**config.mk**
```make
export PLATFORM = sky130hd
export DESIGN_NAME = ssws_queue
export DESIGN_NICKNAME = d
export VERILOG_FILES = /design/src/sv/ssws_pkg.sv /design/src/sv/ssws_queue.sv
export SDC_FILE = /design/constraint.sdc
export NUM_CORES = 1
export LEC_CHECK = 0
export BUFFER_PORTS_ARGS = -buffer_cell sky130_fd_sc_hd__buf_2
export CAP_MARGIN = 20
export CORE_UTILIZATION = 40
export CTS_CLUSTER_DIAMETER = 120
export DETAILED_ROUTE_END_ITERATION = 12
export PLACE_DENSITY = 0.59
export RECOVER_POWER = 100
export SLEW_MARGIN = 10
export SYNTH_ARGS = -nofsm -noshare
export SYNTH_HDL_FRONTEND = slang
export SYNTH_SLANG_ARGS = --single-unit
```
**constraint.sdc**
```tcl
create_clock -name clock -period 2.6 [get_ports clock]
set_input_delay 0.13 -clock clock [delete_from_list [all_inputs] [get_ports clock]]
set_output_delay 0.13 -clock clock [all_outputs]
set_load 0.05 [all_outputs]
```
**src/sv/ssws_pkg.sv**
```systemverilog
// Shared types and constants for the k by k window sum block.
// No dependencies; imported by every other file except ssws_ram.
package ssws_pkg;

   localparam int MAX_SIZE     = 64;
   localparam int MAX_WINDOW   = 8;
   localparam int ELEMENT_BITS = 16;

   // Fixed by the register and result field definitions
   localparam int MATRIX_SIZE_BITS = 7;
   localparam int WINDOW_SIZE_BITS = 4;
   localparam int SUM_BITS         = 22;
   localparam int CSR_INDEX_BITS   = 2;
   localparam int CSR_DATA_BITS    = 7;

   localparam int SIZE_BITS    = $clog2(MAX_SIZE);
   localparam int N_BITS       = SIZE_BITS + 1;
   localparam int SLOT_BITS    = (MAX_WINDOW > 1) ? $clog2(MAX_WINDOW) : 1;
   localparam int COL_SUM_BITS = ELEMENT_BITS + SLOT_BITS + 1;

   localparam int MATRIX_SIZE_RESET = 5;
   localparam int WINDOW_SIZE_RESET = 3;

   localparam int QUEUE_DEPTH = 4;
   localparam int QPTR_BITS   = $clog2(QUEUE_DEPTH);
   localparam int QCNT_BITS   = $clog2(QUEUE_DEPTH + 1);

   localparam int OUT_DEPTH     = 2;
   localparam int OUT_PTR_BITS  = $clog2(OUT_DEPTH);
   localparam int OUT_CNT_BITS  = $clog2(OUT_DEPTH + 1);

   typedef enum logic [CSR_INDEX_BITS-1:0] {
      CSR_MATRIX_SIZE = 2'd0,
      CSR_WINDOW_SIZE = 2'd1
   } csr_index_type;

   // One classified element on its way from front to back
   typedef struct packed {
      logic signed [ELEMENT_BITS-1:0] element;
      logic [SIZE_BITS-1:0]           col;
      logic [SLOT_BITS-1:0]           row_slot;
      logic [SLOT_BITS-1:0]           old_slot;
      logic [SLOT_BITS-1:0]           tap_sel;
      logic                           row_zero;
      logic                           row_ge_k;
      logic                           col_zero;
      logic                           col_ge_k;
      logic                           emit;
      logic                           row_done;
      logic                           last;
   } work_item_type;

   typedef struct packed {
      logic signed [SUM_BITS-1:0] window_sum;
      logic                       row_done;
      logic                       last;
   } rsp_item_type;

endpackage

```
**src/sv/ssws_queue.sv**
```systemverilog
// Short queue of classified items between front and back ends.
// Depends on ssws_pkg.
module ssws_queue import ssws_pkg::*; (
   input  logic          clock,
   input  logic          reset,
   input  logic          push,
   input  work_item_type push_item,
   output logic          full,
   input  logic          pop,
   output logic          empty,
   output work_item_type head
);

   work_item_type        entry_ff [QUEUE_DEPTH];
   logic [QPTR_BITS-1:0] wr_ptr_ff, wr_ptr_in;
   logic [QPTR_BITS-1:0] rd_ptr_ff, rd_ptr_in;
   logic [QCNT_BITS-1:0] count_ff, count_in;

   assign full  = (count_ff == QCNT_BITS'(QUEUE_DEPTH));
   assign empty = (count_ff == '0);
   assign head  = entry_ff[rd_ptr_ff];

   always_comb begin
      wr_ptr_in = push ? wr_ptr_ff + QPTR_BITS'(1) : wr_ptr_ff;
      rd_ptr_in = pop  ? rd_ptr_ff + QPTR_BITS'(1) : rd_ptr_ff;
      count_in  = count_ff + QCNT_BITS'(push) - QCNT_BITS'(pop);
   end

   always_ff @(posedge clock) begin
      if (push) begin
         entry_ff[wr_ptr_ff] <= push_item;
      end
   end

   always_ff @(posedge clock) begin
      if (reset) begin
         wr_ptr_ff <= '0;
         rd_ptr_ff <= '0;
         count_ff  <= '0;
      end else begin
         wr_ptr_ff <= wr_ptr_in;
         rd_ptr_ff <= rd_ptr_in;
         count_ff  <= count_in;
      end
   end

   a_no_overflow: assert property (@(posedge clock) disable iff (reset)
      push |-> !full) else $error("queue written while full");

   a_no_underflow: assert property (@(posedge clock) disable iff (reset)
      pop |-> !empty) else $error("queue read while empty");

endmodule

```
==> out/metrics.yaml, run 1 <==
status: "completed"
nFillCells: 1193
reg2regPathDepth: 4
peakVddDrop_mv: 0.4582
max_freq_mhz: 433.7
period_minus_slack_ns: 2.306
nNetsFinal: 426
final.setup.worst_slack_ns: 0.2943
hold_ws_ns: 0.05353
synth_area_leader_cell: "edfxtp_1"
synth_cell_types: 22
cts_tree: "built"
reg2reg_to: "entry_ff[0][31]"
grt-ovfl-total: 0
synth_edf_count: 152
clkPwrFrac: 0.389
drt-vias-per-instance: 4.896
antenna_found_initial: 1
synthMostInstantiatedCell: "edfxtp_1"
p_sw_frac: 0.2441
syn_inst: 240
cts_buffer_depth: 2
cp_max_fo: 25
worstSkewPairLatency_ns: 0.42
grt_pass1_vias: 2930
die_w_um: 123.8
area_growth_pct: 26.05
num_rows: 44
combinationalPowerShare: 0.138
place_congestion: 0.6680
cp-start-kind: "flop"
wl_per_cell_um: 17.97
core_area_um2: 14530
critPathCaptureType: "primary output"
max_slew_margin: 0.1941
antenna_left: 0
start_util: 0.4085
p_sw_mw: 1.570
drt_iter0_drc: 207
p_int_mw: 4.862
die_y_um: 123.8
synth_area_leaders: "edfxtp_1 (77%), mux4_2 (14%), dfxtp_1 (3.0%)"
cts.reportedPaths.clkPinSlew_ns: 0.06
power_frac_seq: 0.473
final-setup-viol-count: 0
p_leak_nw: 2.485
yosys.area.top_type_share: 0.7688
worstPathRequired_ns: 2.47
pwr_density_cell_nw_per_um2: 859.4
clock-sinks: 161
multi_input_area_um2: 1097
async_reset_ff_frac: 0
cap_violations: 0
tightest_slew_ns: 1.209
crit_type: "reg2out"
regArea_um2: 4750
ys_ff_latch: 161
drv_slew: 0
io_pins: 82
grt_pass1_wl_mm: 15.52
drive_gt1_frac: 0.2795
grt_max_degree: 39
vias: 2815
yosysSeqAreaShare: 0.7992
dr.pass1.iters: 4
crit_arrival_ns: 2.18
critPathCapture: "head[1]"
drc: 0
wl_mm: 10.33
rr_startpoint: "wr_ptr_ff[0]"
syn_nets: 289
fin_skew_ns: 0.004715
die_area_um2: 15330
yosysWarnings: 0
hp-class: "in2reg"
synth_area_um2: 5937
synthTopCellsByCount: "edfxtp_1 (152), mux4_2 (38), dfxtp_1 (9)"
synthFlopType: "edfxtp_1"
fin_tns_setup_ns: 0
hold_viol_final: 0
dpl.hpwl_mm: 5.779
cts_max_level: 4
dp_slack_ns: 0.8288
syn_area_per_cell_um2: 24.74
numPortBuffers: 81
fin_crit_sh: 0.8868
numCtsBuffers: 17
track_usage: 0.1472
rsz0062_at_grt: "no"
reg2reg_setup_slack_ns: 0.54
cts_root_buffer: "clkbuf_16"
-- flip-flops by register name (all words and copies together) (netlist names), named ones only --
signal     count
count_ff       3
entry_ff     152
rd_ptr_ff      2
wr_ptr_ff      2
-- per-layer routing --
| layer | routed length [µm] | share of wire | global-route usage |
|---|---|---|---|
| met1 | 4669 | 0.45 | 0.1839 |
| met2 | 5000 | 0.48 | 0.2264 |
| met3 | 485 | 0.047 | 0.05266 |
| met4 | 177 | 0.017 | 0.07455 |
| met5 | 0 | 0 | 0 |
-- worst max-delay path, cell delays in order (launching register included) --
cell,delay [ns]
dfxtp_4,0.54
buf_6,0.38
mux4_2,0.56
clkbuf_2,0.25
-- area by class of cell --
| cell class | instances | area share |
|---|---|---|
| Tap cell | 184 | 0.03076 |
| Sequential cell | 161 | 0.6347 |
| Multi-Input combinational cell | 65 | 0.1466 |
| Antenna cell | 1 | 0.0003344 |
| Clock buffer | 18 | 0.05735 |
| Clock inverter | 14 | 0.02274 |
| Inverter | 6 | 0.003010 |
| Timing Repair Buffer | 126 | 0.1045 |
-- placed cells by master, fill, tap and decap left out, drive strengths merged, types with 2 or more instances in the layout --
| cell | n |
|---|---|
| and2 | 4 |
| buf | 20 |
| bufinv | 4 |
| clkbuf | 85 |
| clkinv | 9 |
| dfxtp | 9 |
| dlygate4sd3 | 39 |
| edfxtp | 152 |
| ha | 6 |
| inv | 6 |
| mux4 | 38 |
| nor2 | 5 |
| nor2b | 2 |
| xnor2 | 2 |
-- how the worst min path moves through the flow --
stage	from	end	slack (ns)	cells after the start
4_1_cts	pop	flop	0.03	3
3_5_place_dp	push_item[12]	entry_ff[0][12]	0.35	1
3_3_place_gp	push_item[27]	entry_ff[3][27]	0.34	1
5_1_grt	pop	flop	0.05	3
2_1_floorplan	reset	count_ff[0]	0.20	1
6_report	push	wr_ptr_ff[0]	0.05	3
-- through the flow --
stage,utilization,cells,cell area [µm²],power [mW]
6_report,0.5149,575,7483,6.431
5_1_grt,0.5149,575,7483,6.676
3_5_place_dp,0.4524,503,6575,3.970
2_1_floorplan,-,240,5937,3.746
3_3_place_gp,0.4524,503,6575,3.959
4_1_cts,0.5205,574,7565,6.543
-- kinds of logic after synthesis --
kind of cell,count (synthesis),synth area share
compound gates,2,0.002528
xor+xnor,3,0.006955
fa+ha+maj,7,0.01602
buf+inv,14,0.01686
flops,161,0.7992
mux,39,0.1458
simple gates,14,0.01264
-- power groups by stage --
stage	sequential [mW]	combinational, mW	clock [mW]
3_3_place_gp	3.09	0.869	0
2_1_floorplan	3.06	0.683	0
3_5_place_dp	3.10	0.874	0
6_report	3.04	0.885	2.50
5_1_grt	3.06	0.948	2.67
4_1_cts	3.04	0.922	2.58
-- repair_timing --
item / 4_1_cts / 5_1_grt
gates resized for setup: 0 / 0
setup endpoints to repair: 0 / 0
setup buffers: 0 / 0
hold endpoints to repair: 161 / 0
hold buffers: 39 / 0
(Power assumes the default switching activity.)
==> run 2, diff against run 1 <==
- PLACE_DENSITY: 0.59 -> default
==> out/metrics.yaml, run 2 (synthesis results as in run 1) <==
hp-class: "in2reg"
cts_hold_buffers: 39
drive_gt1_frac: 0.2648
final.setup.worst_slack_ns: 0.2989
cp-start-kind: "flop"
start_util: 0.4085
track_usage: 0.1482
multi_input_area_um2: 1097
crit_type: "reg2out"
cts_root_buffer: "clkbuf_16"
rsz0062_at_grt: "no"
core_area_um2: 14530
layout.cells.non_filler: 573
cts_setup_buffers: 0
final_util: 0.5073
grt-ovfl-total: 0
period_minus_slack_ns: 2.301
regArea_um2: 4750
power_mw: 6.028
antenna_found_initial: 0
largest-register: "entry_ff"
max_freq_mhz: 434.6
die_area_um2: 15330
area_growth_pct: 24.19
drt-vias-per-instance: 4.871
worstPathRequired_ns: 2.47
place_congestion: 0.6488
reg2reg_setup_slack_ns: 0.54
vias: 2791
final-setup-viol-count: 0
hold_ws_ns: 0.04855
nFillCells: 1223
status: "completed"
grt_pass1_vias: 2991
wl_mm: 10.26
fin_skew_ns: 0.006744
cts_max_level: 4
clock-sinks: 161
grt_pass1_wl_mm: 15.84
dp_slack_ns: 0.8260
crit_arrival_ns: 2.17
drc: 0
grt_max_degree: 39
design_area_um2: 7373
dr.pass1.iters: 4
max_slew_margin: 0.1737
peakVddDrop_mv: 0.4489
dp_cells: 503
dpl.hpwl_mm: 5.713
fin_tns_setup_ns: 0
hold_viol_final: 0
dpl_cell_area_um2: 6588
critPathCaptureType: "primary output"
drv_slew: 0
io_pins: 82
tightest_slew_ns: 1.239
wl_per_cell_um: 17.91
die_w_um: 123.8
cts.reportedPaths.clkPinSlew_ns: 0.06
drt_iter0_drc: 174
numPortBuffers: 81
top_regs: "entry_ff x152, count_ff x3"
largest_reg_flops: 152
cts_buffer_depth: 2
cts_resized: 0
num_rows: 44
nNetsFinal: 426
cap_violations: 0
worstSkewPairLatency_ns: 0.41
final_common_cell: "edfxtp_1"
fin_crit_sh: 0.8851
cp_max_fo: 26
numCtsBuffers: 17
pwr_density_cell_nw_per_um2: 817.5
final_cell_mix: "edfxtp_1 (152), clkbuf_1 (58), dlygate4sd3_1 (39)"
p_leak_nw: 2.427
cts_tree: "built"
insertedDiodeCount: 0
antenna_left: 0
die_y_um: 123.8
run 2: cell types whose count changed in the layout (fill, tap and decap cells not counted), sizes merged:
cell / delta
bufinv: -4
clkbuf: +5
buf: +1
clkinv: -3
diode: -1
run 2: cell type report:
class	count	area share
well taps	184	0.03122
clock buffers	24	0.06126
multi-input cells	65	0.1488
clock inverters	7	0.005260
repair buffers	126	0.1062
inverters	6	0.003054
flip-flops and latches	161	0.6442
run 2: path summary, 6_finish.rpt:
kind	depth (start not counted)	from	endpoint
worst max-delay path	3	flop	head[14]
worst min-delay path	3	pop	flop
worst max register to register	4	wr_ptr_ff[0]	entry_ff[0][23]
worst min register to register	2	rd_ptr_ff[0]	flop
run 2: metal layers:
layer | GRT usage | up-vias | share of wire
met5 | 0 | - | 0
met4 | 0.06777 | 0 | 0.016
met3 | 0.05266 | 15 | 0.052
met2 | 0.2309 | 73 | 0.47
met1 | 0.1856 | 1428 | 0.46
li1 | - | 1275 | -
run 2: report_power, final:
group / total (mW) / internal, mW / switching (mW)
Combinational: 0.886 / 0.294 / 0.592
Sequential: 3.04 / 2.98 / 0.0564
Clock: 2.10 / 1.20 / 0.899
run 2: critical path, cell delays in order (launching register included):
cell      delay (ns)
dfxtp_4         0.52
buf_6           0.40
mux4_2          0.56
clkbuf_2        0.26
