## config.mk

```make
export PLATFORM = sky130hd
export DESIGN_NAME = ssws_front
export DESIGN_NICKNAME = d
export VERILOG_FILES = /design/src/sv/ssws_pkg.sv /design/src/sv/ssws_front.sv
export SDC_FILE = /design/constraint.sdc
export NUM_CORES = 1
export LEC_CHECK = 0
export ABC_AREA = 1
export BUFFER_PORTS_ARGS = -buffer_cell sky130_fd_sc_hd__buf_2
export CORE_UTILIZATION = 40
export DETAILED_ROUTE_END_ITERATION = 8
export PLACE_DENSITY_LB_ADDON = 0.08
export SETUP_SLACK_MARGIN = 0.02
export SLEW_MARGIN = 20
export SYNTH_ARGS = -nofsm -noshare
export SYNTH_HDL_FRONTEND = slang
export SYNTH_SLANG_ARGS = --single-unit
```

## constraint.sdc

```tcl
create_clock -name clock -period 2.45 [get_ports clock]
set_input_delay 0 -clock clock [delete_from_list [all_inputs] [get_ports clock]]
set_output_delay 0 -clock clock [all_outputs]
set_load 0.02 [all_outputs]
```

## src/sv/ssws_pkg.sv

```systemverilog
// Shared types and constants for the k by k window sum block.
// No dependencies; imported by every other file except ssws_ram.
package ssws_pkg;

   localparam int MAX_SIZE     = 64;
   localparam int MAX_WINDOW   = 8;
   localparam int ELEMENT_BITS = 16;

   // Fixed by the register and result field definitions
   localparam int MATRIX_SIZE_BITS = 7;
   localparam int WINDOW_SIZE_BITS = 4;
   localparam int SUM_BITS         = 22;
   localparam int CSR_INDEX_BITS   = 2;
   localparam int CSR_DATA_BITS    = 7;

   localparam int SIZE_BITS    = $clog2(MAX_SIZE);
   localparam int N_BITS       = SIZE_BITS + 1;
   localparam int SLOT_BITS    = (MAX_WINDOW > 1) ? $clog2(MAX_WINDOW) : 1;
   localparam int COL_SUM_BITS = ELEMENT_BITS + SLOT_BITS + 1;

   localparam int MATRIX_SIZE_RESET = 5;
   localparam int WINDOW_SIZE_RESET = 3;

   localparam int QUEUE_DEPTH = 4;
   localparam int QPTR_BITS   = $clog2(QUEUE_DEPTH);
   localparam int QCNT_BITS   = $clog2(QUEUE_DEPTH + 1);

   localparam int OUT_DEPTH     = 2;
   localparam int OUT_PTR_BITS  = $clog2(OUT_DEPTH);
   localparam int OUT_CNT_BITS  = $clog2(OUT_DEPTH + 1);

   typedef enum logic [CSR_INDEX_BITS-1:0] {
      CSR_MATRIX_SIZE = 2'd0,
      CSR_WINDOW_SIZE = 2'd1
   } csr_index_type;

   // One classified element on its way from front to back
   typedef struct packed {
      logic signed [ELEMENT_BITS-1:0] element;
      logic [SIZE_BITS-1:0]           col;
      logic [SLOT_BITS-1:0]           row_slot;
      logic [SLOT_BITS-1:0]           old_slot;
      logic [SLOT_BITS-1:0]           tap_sel;
      logic                           row_zero;
      logic                           row_ge_k;
      logic                           col_zero;
      logic                           col_ge_k;
      logic                           emit;
      logic                           row_done;
      logic                           last;
   } work_item_type;

   typedef struct packed {
      logic signed [SUM_BITS-1:0] window_sum;
      logic                       row_done;
      logic                       last;
   } rsp_item_type;

endpackage

```

## src/sv/ssws_front.sv

```systemverilog
// Front end: configuration registers, row and column counters, item classification.
// Depends on ssws_pkg.
module ssws_front import ssws_pkg::*; (
   input  logic                           clock,
   input  logic                           reset,
   input  logic                           req_valid,
   output logic                           req_stall,
   input  logic signed [ELEMENT_BITS-1:0] req_element_value,
   input  logic                           csr_valid,
   output logic                           csr_ready,
   input  logic [CSR_INDEX_BITS-1:0]      csr_index,
   input  logic [CSR_DATA_BITS-1:0]       csr_data,
   input  logic                           q_full,
   output logic                           q_push,
   output work_item_type                  q_item
);

   logic [MATRIX_SIZE_BITS-1:0] n_cfg_ff, n_cfg_in;
   logic [WINDOW_SIZE_BITS-1:0] k_cfg_ff, k_cfg_in;
   logic [SIZE_BITS-1:0]        row_ff, row_in;
   logic [SIZE_BITS-1:0]        col_ff, col_in;
   logic [N_BITS-1:0]           n_eff;
   logic [WINDOW_SIZE_BITS-1:0] k_eff;
   logic [N_BITS-1:0]           k_ext;
   logic [N_BITS-1:0]           row_ext;
   logic [N_BITS-1:0]           col_ext;
   logic                        col_last;
   logic                        row_last;
   logic                        accept;
   logic                        restart;

   assign csr_ready = 1'b1;
   assign accept    = req_valid && !q_full;
   assign req_stall = q_full;
   assign q_push    = accept;

   // Clamp geometry into the supported range
   always_comb begin
      if (n_cfg_ff == '0) begin
         n_eff = N_BITS'(1);
      end else if (32'(n_cfg_ff) > MAX_SIZE) begin
         n_eff = N_BITS'(MAX_SIZE);
      end else begin
         n_eff = N_BITS'(n_cfg_ff);
      end
      if (k_cfg_ff == '0) begin
         k_eff = WINDOW_SIZE_BITS'(1);
      end else if (32'(k_cfg_ff) > MAX_WINDOW) begin
         k_eff = WINDOW_SIZE_BITS'(MAX_WINDOW);
      end else begin
         k_eff = k_cfg_ff;
      end
   end

   assign k_ext    = N_BITS'(k_eff);
   assign row_ext  = {1'b0, row_ff};
   assign col_ext  = {1'b0, col_ff};
   assign col_last = (col_ext == n_eff - N_BITS'(1));
   assign row_last = (row_ext == n_eff - N_BITS'(1));

   always_comb begin
      q_item.element  = req_element_value;
      q_item.col      = col_ff;
      q_item.row_slot = row_ff[SLOT_BITS-1:0];
      q_item.old_slot = row_ff[SLOT_BITS-1:0] - k_eff[SLOT_BITS-1:0];
      q_item.tap_sel  = SLOT_BITS'(k_eff - WINDOW_SIZE_BITS'(1));
      q_item.row_zero = (row_ff == '0);
      q_item.row_ge_k = (row_ext >= k_ext);
      q_item.col_zero = (col_ff == '0);
      q_item.col_ge_k = (col_ext >= k_ext);
      q_item.emit     = (k_ext <= n_eff) && (row_ext + N_BITS'(1) >= k_ext)
                        && (col_ext + N_BITS'(1) >= k_ext);
      q_item.row_done = col_last;
      q_item.last     = col_last && row_last;
   end

   // Register writes; either one restarts the matrix
   always_comb begin
      n_cfg_in = n_cfg_ff;
      k_cfg_in = k_cfg_ff;
      restart  = 1'b0;
      if (csr_valid) begin
         unique case (csr_index)
            CSR_MATRIX_SIZE: begin
               n_cfg_in = csr_data[MATRIX_SIZE_BITS-1:0];
               restart  = 1'b1;
            end
            CSR_WINDOW_SIZE: begin
               k_cfg_in = csr_data[WINDOW_SIZE_BITS-1:0];
               restart  = 1'b1;
            end
            default: begin
               restart = 1'b0;
            end
         endcase
      end
   end

   always_comb begin
      row_in = row_ff;
      col_in = col_ff;
      if (restart) begin
         row_in = '0;
         col_in = '0;
      end else if (accept) begin
         if (col_last) begin
            col_in = '0;
            row_in = row_last ? '0 : row_ff + SIZE_BITS'(1);
         end else begin
            col_in = col_ff + SIZE_BITS'(1);
         end
      end
   end

   always_ff @(posedge clock) begin
      if (reset) begin
         n_cfg_ff <= MATRIX_SIZE_BITS'(MATRIX_SIZE_RESET);
         k_cfg_ff <= WINDOW_SIZE_BITS'(WINDOW_SIZE_RESET);
         row_ff   <= '0;
         col_ff   <= '0;
      end else begin
         n_cfg_ff <= n_cfg_in;
         k_cfg_ff <= k_cfg_in;
         row_ff   <= row_in;
         col_ff   <= col_in;
      end
   end

   a_col_in_range: assert property (@(posedge clock) disable iff (reset)
      col_ext < n_eff) else $error("column counter beyond matrix side");

   a_row_in_range: assert property (@(posedge clock) disable iff (reset)
      row_ext < n_eff) else $error("row counter beyond matrix side");

   a_last_ends_row: assert property (@(posedge clock) disable iff (reset)
      (accept && !restart && q_item.last) |=> (row_ff == '0 && col_ff == '0))
      else $error("matrix did not wrap after its final element");

endmodule

```

==> results of run 1 <==
worst paths after layout:
check,to,slack (ns),cells after the start
min reg2reg,k_cfg_ff[2],0.49,2
max,q_item[2],0.17,10
min,q_item[28],0.000007,0
max reg2reg,row_ff[2],0.28,15
critical path, cell delays in order (launching register included):
cell and delay, ns:
sky130_fd_sc_hd__dfxtp_2 0.38, sky130_fd_sc_hd__nor3_2 0.06, sky130_fd_sc_hd__o21ai_2 0.20, sky130_fd_sc_hd__inv_2 0.10, sky130_fd_sc_hd__ha_1 0.33, sky130_fd_sc_hd__a21boi_1 0.17, sky130_fd_sc_hd__o21a_1 0.13, sky130_fd_sc_hd__o21ai_0 0.08
sky130_fd_sc_hd__a31o_1 0.26, sky130_fd_sc_hd__a21oi_1 0.13, sky130_fd_sc_hd__buf_4 0.16
metal layers:
layer	vias to the layer above	track usage (%)	share of wire, %
met5	-	0	0
met4	0	5.37	0.96
met3	5	2.09	4.3
met2	43	34.4	46
met1	980	26.8	49
li1	1124	-	-
kinds of logic (layout without fill, tap and decap cells):
logic type / Yosys count / count (layout) / share of synthesized area [%]
flip-flops: 23 / 23 / 19.6
AND/OR/NAND/NOR: 143 / 143 / 30.8
AO/OA/AOI/OAI: 51 / 51 / 13.1
other: 1 / 1 / 0.160
XOR/XNOR: 15 / 15 / 5.60
buffers and inverters: 75 / 108 / 15.9
adder cells (fa/ha/maj): 27 / 27 / 14.7
per-stage QoR:
stage | setup slack, ns | total power [W] | util (%) | instance area (um2) | std cells
after CTS | 0.0299 | 0.000996 | 46.5 | 2590 | 432
after floorplan | 0.215 | 0.000687 | - | 2350 | 335
final | 0.172 | 0.00102 | 48.6 | 2710 | 440
after global routing | 0.0247 | 0.00109 | 48.6 | 2710 | 440
after global placement | 0.0363 | 0.000734 | 44.5 | 2480 | 424
after detailed placement | 0.0609 | 0.000733 | 44.5 | 2480 | 424
state kept, by name (all words and copies together), names as in the netlist:
signal / count
n_cfg_ff: 7
k_cfg_ff: 4
row_ff: 6
col_ff: 6
Yosys cell counts (all sizes together):
cell type / count / area share, %
nand2: 70 / 12
inv: 46 / 7.5
nand3: 32 / 8.4
nor2: 28 / 6.5
ha: 26 / 14
a21oi: 24 / 6.1
buf: 23 / 7.5
dfxtp: 23 / 20
o21ai: 17 / 3.8
xor2: 14 / 5.2
nor3: 10 / 2.3
a21boi: 4 / 1.3
clkbuf: 4 / 0.64
clkinv: 2 / 0.32
nand4: 2 / 0.80
o21a: 2 / 0.64
a211oi: 1 / 0.32
a31o: 1 / 0.37
conb: 1 / 0.16
fa: 1 / 0.85
nor4: 1 / 0.27
o211ai: 1 / 0.32
o21bai: 1 / 0.32
xnor2: 1 / 0.37
what timing repair did:
item | CTS | global route
buffers inserted | 1 | 8
gates resized for setup | 9 | 18
setup endpoints to repair | 6 | 9
pin swaps | 1 | 7
hold buffers | 3 | 0
gates cloned | 0 | 0
endpoints found under the hold margin | 5 | 0
where the power goes:
group | internal, W | leakage (nW) | switching, W
combinational | 0.000145 | 1.13 | 0.000223
clock | 0.000114 | 0.0255 | 0.000135
sequential | 0.000385 | 0.188 | 0.0000153
area by class of cell:
class,instances,area (um2)
Fill cell,594,2870
Clock buffer,3,41.3
Inverter,48,183
Timing Repair Buffer,56,340
Tap cell,72,90.1
Sequential cell,23,472
Multi-Input combinational cell,237,1580
Clock inverter,1,5.00
==> flow_results.org, run 1 <==
** Status
- Run status :: completed

** Place
- The congestion estimate from routability-driven global placement came to 0.834.
- Port Buffer Count :: 37
- The HPWL after detailed placement is 4.52 mm.

** Cells and area
- Fraction of layout cells with a size suffix above 1 :: 29.3%
- Compared with the post-synthesis result, the final layout area differs by 15.5%.
- Final-stage net count :: 426
- Commonest non-fill, non-tap cell in the layout :: sky130_fd_sc_hd__nand2_1
- The top cell types in the final layout, fill and taps aside, are sky130_fd_sc_hd__nand2_1, sky130_fd_sc_hd__inv_1, sky130_fd_sc_hd__buf_2, sky130_fd_sc_hd__nand3_1, sky130_fd_sc_hd__ha_1.
- The number of antenna diodes in the final layout is 0.

** Setup path
- Along the worst path, the maximum fanout reaches 4.
- Crit start category :: register
- Worst R2R Start :: n_cfg_ff[3]
- STA puts the critical path data arrival time at 2.28 ns.
- Critical setup path kind :: register to output pin
- At the worst endpoint, the required time is 2.45 ns.
- Kind of end point of the critical path :: output pin
- Crit path launch :: k_cfg_ff[1]

** Clock network
- In this run, CTS created clock tree buffers numbering 3.
- CTS Root Buffer Type :: sky130_fd_sc_hd__clkbuf_8
- H-tree levels :: 1
- Counting every sink on the clock net gives 23.
- CTS Buffer Depth :: 2
- Insertion delay of the later-clocked pin in the worst-skew pair :: 0.27 ns
- Reg clk slew, reported paths :: 0.09 ns
- TritonCTS built the clock tree.

** Timing
- Adding up every negative setup slack in the final design gives 0 ns.
- Setup violations remaining at the end of the flow were counted as 0.
- Max Clock Skew :: 0.00435 ns
- Unrepaired setup endpoints after global routing :: false
- The tightest hold path in the finished design has a slack of 0.00000661 ns.
- Highest clock frequency the design can meet :: 439 MHz
- Max_slew headroom :: 59.4%
- Actual slew at the worst max-slew pin :: 0.608 ns
- The routed design could run at a clock period as short as 2.28 ns.
- The number of endpoints with negative hold slack in the final report is 0.
- Of the available clock period, the critical path in the final layout requires 93.0%.
- The number of pins with negative max-slew slack in the final report is 0.

** Pwr
- Leakage dissipation :: 1.35 nW
- Power per Cell Area :: 376 nW/um2
- Across the VDD grid, the largest voltage drop is 0.214 mV.

** Detailed routing
- The detailed router placed 2152 vias in this run.
- Final WL :: 5.75 mm
- For this run, the detailed router's first-pass iteration total came to 4.
- In the routed layout, each cell is associated on average with a via count of 4.89.
- Number of remaining DRC errors :: 0
- In this run the remaining antenna-violating nets after routing total 0.
- Average routed wire per standard cell :: 13.1 um
- Drt first-iter violations :: 136

** Floorplan
- Pin placement for this block handled 71 I/O pins.
- Once the floorplan was initialized, standard cells occupied 42.1% of the core.
- Core outline area :: 5570 um2
- Placement row count :: 27
- The die is 78.6 um tall.
- The die covers 6180 um2.
- The die is 78.6 um wide.

** Synthesis
- A synthesized cell averages 7.00 um2.
- Cell Area, Synth :: 2350 um2
- Synthesis produced 335 cells.
- Warning count from the yosys run :: 0
- Sequential element share of the synthesized area :: 19.6%
- The synthesized design contains 23 register bits.
- Synthesis instantiated 38 different standard cells from the library.
- Counting every net in the synthesized netlist gives 392.

** Run
- Max-cap violations in this run came to 0.

** Min path
- Launch instance of the worst min-delay path :: req_element_value[6]
- Hold WC Path Type :: input pin to output pin

** GRT
- Total global routing track utilization :: 20.2%
- The initial antenna violation count was 0.
- Vias in the first global route :: 2077
- The first global-routing pass estimated 9.80 mm of wire.
- Entering global routing, the biggest net connects 14 pins.
- Total grt overflow :: 0
No activity file was read; power rests on OpenSTA's default activity.
==> run 2: changes to the inputs <==
--- a/config.mk
+++ b/config.mk
@@ -8,6 +8,7 @@
 export ABC_AREA = 1
 export BUFFER_PORTS_ARGS = -buffer_cell sky130_fd_sc_hd__buf_2
 export CORE_UTILIZATION = 40
+export CTS_BUF_LIST = sky130_fd_sc_hd__clkbuf_4
 export DETAILED_ROUTE_END_ITERATION = 8
 export PLACE_DENSITY_LB_ADDON = 0.08
 export SETUP_SLACK_MARGIN = 0.02
==> run 2 against run 1 <==
  * Flip-flop and latch count is the same
  * Power shrank 4.3%
  * Via count grew 1.3%
  * Global-route usage is essentially flat
  * Wire length grew 1.8%
  * Worst setup slack lost 0.062 ns
  * Cell count grew 1.4%
  * Non-clock buffer count grew 6
  * Count of clock-buffer cells in the layout is the same
  * Largest power group unchanged
==> flow_results.org, run 2 (synthesis results as in run 1) <==
** Clock network
- CTS tree :: yes
- CTS Buffer Depth :: 2 (unchanged)
- The cell sitting at the root of the clock tree is a sky130_fd_sc_hd__clkbuf_4.
- The number of CTS-inserted buffers is 3 (unchanged).
- Clk sink count :: 23 (unchanged)
- The clock-pin slew of the registers on the worst-case setup and hold paths is 0.15 ns (+0.06 ns).
- Insertion delay of the later-clocked pin in the worst-skew pair :: 0.32 ns (+0.05 ns)
- The number of H-tree levels is 1 (unchanged).

** Timing
- Actual slew at the worst max-slew pin :: 0.605 ns (-0.00288 ns)
- The total setup violations reported at the end of the flow is 0 (unchanged).
- The minimum clock period came to 2.34 ns (+0.0618 ns).
- The achievable frequency was 427 MHz (-2.6%).
- The worst setup skew after layout came to 0.0127 ns (+0.00837 ns).
- Unrepaired setup endpoints after global routing :: true
- Final worst path period share :: 95.5% (+2.5 points)
- The number of pins with negative max-slew slack in the final report is 0 (unchanged).
- Hold Violations, Final :: 0 (unchanged)
- Max_slew headroom :: 59.6% (+0.19 points)
- Setup TNS Final :: 0 ns (unchanged)
- The final-layout worst hold slack was 0.00000661 ns (unchanged).

** Min path
- The worst hold path terminates at q_item[28].
- The cell depth of the worst min-delay path is 0 (unchanged).
- The path class of the tightest hold or removal check is input pin to output pin.
- Launch instance of the worst min-delay path :: req_element_value[6]

** Detailed routing
- Final WL :: 5.85 mm (+1.8%)
- DR vias/cell :: 4.89 (-0.11%)
- The residual DRC count came to 0 (unchanged).
- First-pass iteration count of the detailed router :: 4 (unchanged)
- The count of routing violations after the opening detailed-route iteration came to 101 (-26%).
- The average detailed-routed wire length per instance came to 13.1 um (+0.41%).
- Detailed-route via count :: 2179 (+1.3%)
- Antenna-violating nets left :: 0 (unchanged)

** Floorplan
- Overall die area :: 6180 um2 (unchanged)
- The count of pins on the block boundary is 71 (unchanged).
- Initial Util :: 42.1% (unchanged)
- The width of the die is 78.6 um (unchanged).
- Core outline area :: 5570 um2 (unchanged)
- Placement row count :: 27 (unchanged)
- The die extent in y was 78.6 um (unchanged).

** Setup path
- Kind of end point of the critical path :: output pin
- Number of cell instances on the worst register-to-register path :: 17 (+2)
- The worst setup path is launched from a register.
- By startpoint and endpoint, the worst setup path is classified as register to output pin.
- The maximum fanout along the worst path was 5 (+1).
- The worst-case register-to-register setup slack came to 0.19 ns (-0.09 ns).
- The endpoint required time on the critical path came to 2.45 ns (about the same).
- Worst R2R Start :: n_cfg_ff[5]
- FF-to-FF End :: col_ff[5]
- The data arrival time of the worst path came to 2.34 ns (+0.06 ns).

** Place
- The HPWL after detailed placement is 4.52 mm (unchanged).
- Global placer's final weighted congestion :: 0.834 (unchanged)
- Port Buffer Count :: 37 (unchanged)
- The number of instances in the placed design came to 424 (unchanged).

** Cells and area
- The number of filler instances in the final layout came to 592 (-0.34%).
- Final-stage net count :: 432 (+1.4%)
- The area of the multi-input gates came to 1610 um2 (+2.3%).
- Sequential cell area :: 484 um2 (+2.7%)
- The number of flip-flops under the largest register name is 7 (unchanged).
- Largest register by flop count :: n_cfg_ff
- The largest registers in the layout are n_cfg_ff: 7 flops, col_ff: 6 flops, row_ff: 6 flops.
- The library cells used most frequently in the layout, excluding fill and tap cells, are sky130_fd_sc_hd__nand2_1, sky130_fd_sc_hd__inv_1, sky130_fd_sc_hd__buf_2, sky130_fd_sc_hd__nand3_1, sky130_fd_sc_hd__ha_1.
- Relative to the synthesized area, the layout overhead comes to 19.2%.
- The post-route non-filler standard cell count is 446 (+1.4%).
- Commonest non-fill, non-tap cell in the layout :: sky130_fd_sc_hd__nand2_1
- Antenna fix cells :: 0 (unchanged)
- The ratio of cells with drive above 1 in the final layout was 31.0% (+1.7 points).

** Status
- Run status :: completed

** Pwr
- The leakage power figure was 1.37 nW (+1.6%).
- The areal power density over the cells is 348 nW/um2 (-7.3%).
- The reported net switching power was 0.000371 W (-0.47%).
- The largest voltage drop on the vdd net was 0.220 mV (+2.7%).
- Total chip power :: 0.000974 W (-4.3%)
- Sw Ratio :: 38.1% (+1.5 points)
- The share of total power in the clock network came to 19.1% (-5.4 points).
- The sequential share of power came to 41.1% (+1.7 points).
- Cell-internal power :: 0.000603 W (-6.5%)
- Share of total power in combinational logic :: 39.7% (+3.6 points)

** GRT
- The initial antenna violation count came to 0 (unchanged).
- Total grt overflow :: 0 (unchanged)
- Vias in the first global route :: 2098 (+1.0%)
- The maximum number of pins on one net before global-route repair was 14 (unchanged).
- Total global routing track utilization :: 20.2% (+0.049 points)
- Global-route wire length before repair :: 9.89 mm (+0.85%)

** Run
- Number of violations of the max-capacitance limit :: 0 (unchanged)
-- run 2: cell count changes in the layout (fill, tap and decap cells not counted) --
cell,previous run,this run
sky130_fd_sc_hd__dlygate4sd3_1,3,8
sky130_fd_sc_hd__dfxtp_1,16,12
sky130_fd_sc_hd__clkbuf_4,0,3
sky130_fd_sc_hd__clkbuf_8,3,0
sky130_fd_sc_hd__dfxtp_4,1,4
sky130_fd_sc_hd__ha_1,25,23
sky130_fd_sc_hd__ha_4,1,3
sky130_fd_sc_hd__buf_4,18,19
sky130_fd_sc_hd__dfxtp_2,6,7
sky130_fd_sc_hd__nand2_4,4,3
sky130_fd_sc_hd__nand2_8,0,1
sky130_fd_sc_hd__nor2_1,19,18
sky130_fd_sc_hd__nor2_2,2,3
-- run 2: power groups by stage --
stage	registers (W)	clock network (W)	logic, W
after global routing	0.000403	0.000205	0.000435
after CTS	0.000399	0.000197	0.000347
final	0.000401	0.000186	0.000387
after detailed placement	0.000407	0	0.000326
after global placement	0.000407	0	0.000327
after floorplan	0.000405	0	0.000282
-- run 2: how the worst max path moves through the flow --
stage | startpoint | to | slack [ns]
after floorplan | k_cfg_ff[0] | q_item[2] | 0.22
after global routing | n_cfg_ff[4] | q_item[2] | -0.02
after global placement | n_cfg_ff[5] | row_ff[2] | 0.04
after CTS | n_cfg_ff[5] | q_item[0] | 0.02
after detailed placement | n_cfg_ff[2] | row_ff[4] | 0.06
final | n_cfg_ff[3] | q_item[2] | 0.11
-- run 2: cell type report --
cell class                 count  share of cell area, %
multi-input combinational    237                   57.7
sequential                    23                   17.3
timing repair buffer          62                   14.2
inverter                      48                   6.53
tap                           72                   3.22
clock buffer                   3                  0.805
clock inverter                 1                  0.179
-- run 2: worst max-delay path: stages (launching register included) --
cell	delay, ns
sky130_fd_sc_hd__dfxtp_4	0.39
sky130_fd_sc_hd__nor2_4	0.14
sky130_fd_sc_hd__buf_4	0.13
sky130_fd_sc_hd__nand3_2	0.08
sky130_fd_sc_hd__nand2_2	0.12
sky130_fd_sc_hd__nand2_2	0.09
sky130_fd_sc_hd__ha_1	0.32
sky130_fd_sc_hd__a21oi_1	0.17
sky130_fd_sc_hd__nor3_2	0.06
sky130_fd_sc_hd__a31o_1	0.21
sky130_fd_sc_hd__a21oi_1	0.13
sky130_fd_sc_hd__buf_4	0.16
-- run 2: stage by stage --
stage / util, % / cell area [um2] / setup slack, ns
floorplan: - / 2350 / 0.215
global placement: 44.5 / 2480 / 0.0363
detailed placement: 44.5 / 2480 / 0.0609
CTS: 47.2 / 2630 / 0.0173
global route: 50.2 / 2800 / -0.0189
finish: 50.2 / 2800 / 0.110
-- run 2: routing by layer --
metal  up-vias  share of wire [%]  GRT usage (%)
met3         6                5.6           2.44
met2        53                 47           34.6
met5         -                  0              0
li1       1141                  -              -
met4         0               0.87           4.26
met1       979                 47           27.0
-- run 2: timing repair --
action / in CTS / in global routing
hold buffers: 8 / 0
pin swaps: 1 / 7
endpoints found under the hold margin: 11 / 0
endpoints found under the setup margin: 8 / 9
buffers inserted: 1 / 9
resized for setup: 14 / 24
==> run 3: changes to the inputs <==
--- a/config.mk
+++ b/config.mk
@@ -6,11 +6,12 @@
 export NUM_CORES = 1
 export LEC_CHECK = 0
 export ABC_AREA = 1
+export ABC_CLOCK_PERIOD_IN_PS = 2450
 export BUFFER_PORTS_ARGS = -buffer_cell sky130_fd_sc_hd__buf_2
 export CORE_UTILIZATION = 40
 export CTS_BUF_LIST = sky130_fd_sc_hd__clkbuf_4
 export DETAILED_ROUTE_END_ITERATION = 8
-export PLACE_DENSITY_LB_ADDON = 0.08
+export PLACE_DENSITY = 0.76
 export SETUP_SLACK_MARGIN = 0.02
 export SLEW_MARGIN = 20
 export SYNTH_ARGS = -nofsm -noshare
==> run 3 against run 2 <==
  * Hold slack is essentially flat
  * Count of clock-buffer cells in the layout grew 1
  * Critical path depth increased by 3
  * Worst setup slack better by 0.021 ns
  * Register-to-register slack is essentially flat
  * Clock power is 5% higher
  * Clock skew decreased by 0.0087 ns
  * Non-clock buffer count decreased by 7
  * Critical endpoint is now q_item[0]
  * Flip-flop and latch count did not move
==> flow_results.org, run 3 (synthesis results as in run 1) <==
** Min path
- Hold WC Path Type :: input pin to output pin
- For hold timing, the worst endpoint is q_item[25].
- The cell depth of the worst min-delay path was 0 (unchanged).
- Launch instance of the worst min-delay path :: req_element_value[3]

** Timing
- The number of endpoints with negative hold slack in the final report came to 0 (unchanged).
- The worst setup skew after layout came to 0.00406 ns (-0.00866 ns).
- Final Max Slew Viols :: 0 (unchanged)
- Final Critical Period :: 2.32 ns (-0.0205 ns)
- Number of endpoints failing setup at the final stage :: 0 (unchanged)
- The sum of negative setup slack came to 0 ns (unchanged).
- The relative slew slack came to 57.8% (-1.7 points).
- Actual slew at the worst max-slew pin :: 0.630 ns (+0.0249 ns)
- Final worst path period share :: 94.7% (-0.84 points)
- Highest clock frequency the design can meet :: 431 MHz (+0.89%)

** Place
- Global placer's final weighted congestion :: 0.857 (+2.9%)
- DPL Wire Length :: 4.29 mm (-5.1%)
- The number of buffer cells added on primary ports is 37 (unchanged).
- Placed instance count :: 422 (-0.47%)

** Setup path
- The endpoint required time on the critical path is 2.45 ns (about the same).
- The worst setup path is launched from a register.
- Critical setup path kind :: register to output pin
- The worst-case register-to-register setup slack came to 0.19 ns (about the same).
- Worst R2R Start :: n_cfg_ff[4]
- Kind of end point of the critical path :: output pin
- Buffering stage count on the worst path with inverters included :: 2 (unchanged)
- Among the stages of the critical path, the cell type that occurs most often is sky130_fd_sc_hd__nor2_4.
- Worst-path cell chain :: nor2_1 -> nand2_2 -> nor2_4 -> nor2_4 -> ha_4 -> xor2_1 -> nand2_1 -> nand2_1 -> inv_1 -> nand4_1 -> nor2_4 -> nand3_4 -> nor2_1 -> buf_4
- Worst EP arrival :: 2.32 ns (-0.02 ns)
- Maximum fanout count along the critical path :: 7 (+2)
- Largest stage delay, worst path :: 0.39 ns (about the same)
- The depth of the worst register-to-register path came to 16 (-1).
- Slowest CP cell :: sky130_fd_sc_hd__dfxtp_4
- Cell class contributing the biggest share of worst-path delay :: simple AND/OR/NAND/NOR gates
- FF-to-FF End :: row_ff[5]

** Cells and area
- Largest register by flop count :: n_cfg_ff
- Commonest non-fill, non-tap cell in the layout :: sky130_fd_sc_hd__nand2_1
- In the final layout, the registers with the most flip-flops are n_cfg_ff: 7 flops, col_ff: 6 flops, row_ff: 6 flops.
- Count of non-filler cells in the finished layout :: 439 (-1.6%)
- Fraction of layout cells with a size suffix above 1 :: 27.8% (-3.2 points)
- Compared with the post-synthesis result, the final layout area differs by 14.2%.
- Final-stage net count :: 425 (-1.6%)
- The number of antenna repair diodes was 0 (unchanged).
- The number of flip-flops under the largest register name was 7 (unchanged).
- Top library cells by usage in the layout, fill and taps aside :: sky130_fd_sc_hd__nand2_1, sky130_fd_sc_hd__inv_1, sky130_fd_sc_hd__buf_2, sky130_fd_sc_hd__nand3_1, sky130_fd_sc_hd__ha_1

** GRT
- Vias in the first global route :: 2122 (+1.1%)
- The total global routing track utilization was 19.1% (-1.2 points).
- The final global-route overflow total is 0 (unchanged).
- The global-route wire length before repair came to 9.43 mm (-4.7%).
- The maximum number of pins on one net before global-route repair is 13 (-1).
- The initial antenna violation count was 0 (unchanged).

** Detailed routing
- First-pass iteration count of the detailed router :: 4 (unchanged)
- Average routed wire per standard cell :: 13.1 um (-0.30%)
- The overall via count from detail_route is 2267 (+4.0%).
- Antenna-violating nets left :: 0 (unchanged)
- The count of routing violations after the opening detailed-route iteration is 164 (+62%).
- DR vias/cell :: 5.16 (+5.7%)
- The residual DRC count was 0 (unchanged).
- Final WL :: 5.74 mm (-1.9%)

** Clock network
- Clk sink count :: 23 (unchanged)
- CTS Root Buffer Type :: sky130_fd_sc_hd__clkbuf_4
- The number of H-tree levels is 1 (unchanged).
- CTS Buffer Depth :: 2 (unchanged)
- The clock-pin slew of the registers on the worst-case setup and hold paths was 0.13 ns (-0.02 ns).
- Insertion delay of the later-clocked pin in the worst-skew pair :: 0.32 ns (about the same)
- Cts bufs inserted :: 3 (unchanged)
- CTS tree :: yes

** Floorplan
- The total core area came to 5570 um2 (unchanged).
- The number of placement rows was 27 (unchanged).
- Chip height :: 78.6 um (unchanged)
- Die extent in x :: 78.6 um (unchanged)
- The die outline area came to 6180 um2 (unchanged).
- The count of pins on the block boundary was 71 (unchanged).
- The initial core utilization was 42.1% (unchanged).

** Status
- The flow ran to the end, and the final reports show no timing, DRC or antenna violations.

** Pwr
- Highest ir drop seen on vdd :: 0.192 mV (-13%)
- The areal power density over the cells is 360 nW/um2 (+3.5%).
- Leakage dissipation :: 1.33 nW (-2.5%)

** Run
- Number of violations of the max-capacitance limit :: 0 (unchanged)
[run 3: cell types whose count changed in the layout (fill, tap and decap cells not counted), sizes merged]
cell         change
clkinv           -1
clkbuf           +1
buf              -5
dlygate4sd3      -2
[run 3: report_power, final]
part	internal [W]	total [W]	switching [W]
Sequential	0.000386	0.000400	0.0000142
Combinational	0.000146	0.000369	0.000223
Clock	0.0000748	0.000196	0.000121
[run 3: metal layers]
| metal | up-vias | track usage [%] | wire length, um |
|---|---|---|---|
| met5 | - | 0 | 0 |
| met4 | 0 | 7.59 | 138 |
| met3 | 16 | 1.86 | 216 |
| met2 | 61 | 34.1 | 2900 |
| met1 | 1066 | 23.2 | 2490 |
| li1 | 1124 | - | - |
[run 3: timing repair]
item	in CTS	in global routing
hold buffers	6	0
resized for setup	9	15
hold endpoints to repair	9	0
endpoints found under the setup margin	2	9
setup buffers	3	4
pin swaps	4	6
[run 3: how the worst max path moves through the flow]
| stage | from | end | slack (ns) | depth (start not counted) |
|---|---|---|---|---|
| final | n_cfg_ff[4] | q_item[0] | 0.13 | 14 |
| after global routing | n_cfg_ff[4] | q_item[0] | -0.05 | 14 |
| after CTS | n_cfg_ff[4] | q_item[0] | 0.02 | 15 |
| after detailed placement | n_cfg_ff[2] | row_ff[1] | 0.10 | 14 |
| after global placement | n_cfg_ff[2] | row_ff[2] | 0.15 | 14 |
| after floorplan | k_cfg_ff[0] | q_item[2] | 0.22 | 9 |
[run 3: layout make-up]
| type | count | area, um2 |
|---|---|---|
| Clock buffer | 4 | 30.0 |
| Fill cell | 534 | 2900 |
| Inverter | 48 | 183 |
| Multi-Input combinational cell | 237 | 1550 |
| Sequential cell | 23 | 477 |
| Tap cell | 72 | 90.1 |
| Timing Repair Buffer | 55 | 353 |
[run 3: metrics by stage]
step / setup slack [ns] / utilization, % / instance area (um2) / hold WS (ns) / total power, W
6_report: 0.131 / 48.1 / 2680 / 0.00000661 / 0.000965
5_1_grt: -0.0540 / 48.1 / 2680 / 0.0000292 / 0.00103
4_1_cts: 0.0209 / 46.6 / 2600 / 0.000137 / 0.000943
3_5_place_dp: 0.101 / 44.3 / 2470 / 0.000137 / 0.000727
3_3_place_gp: 0.151 / 44.3 / 2470 / 0.000137 / 0.000722
2_1_floorplan: 0.215 / - / 2350 / 0.113 / 0.000687
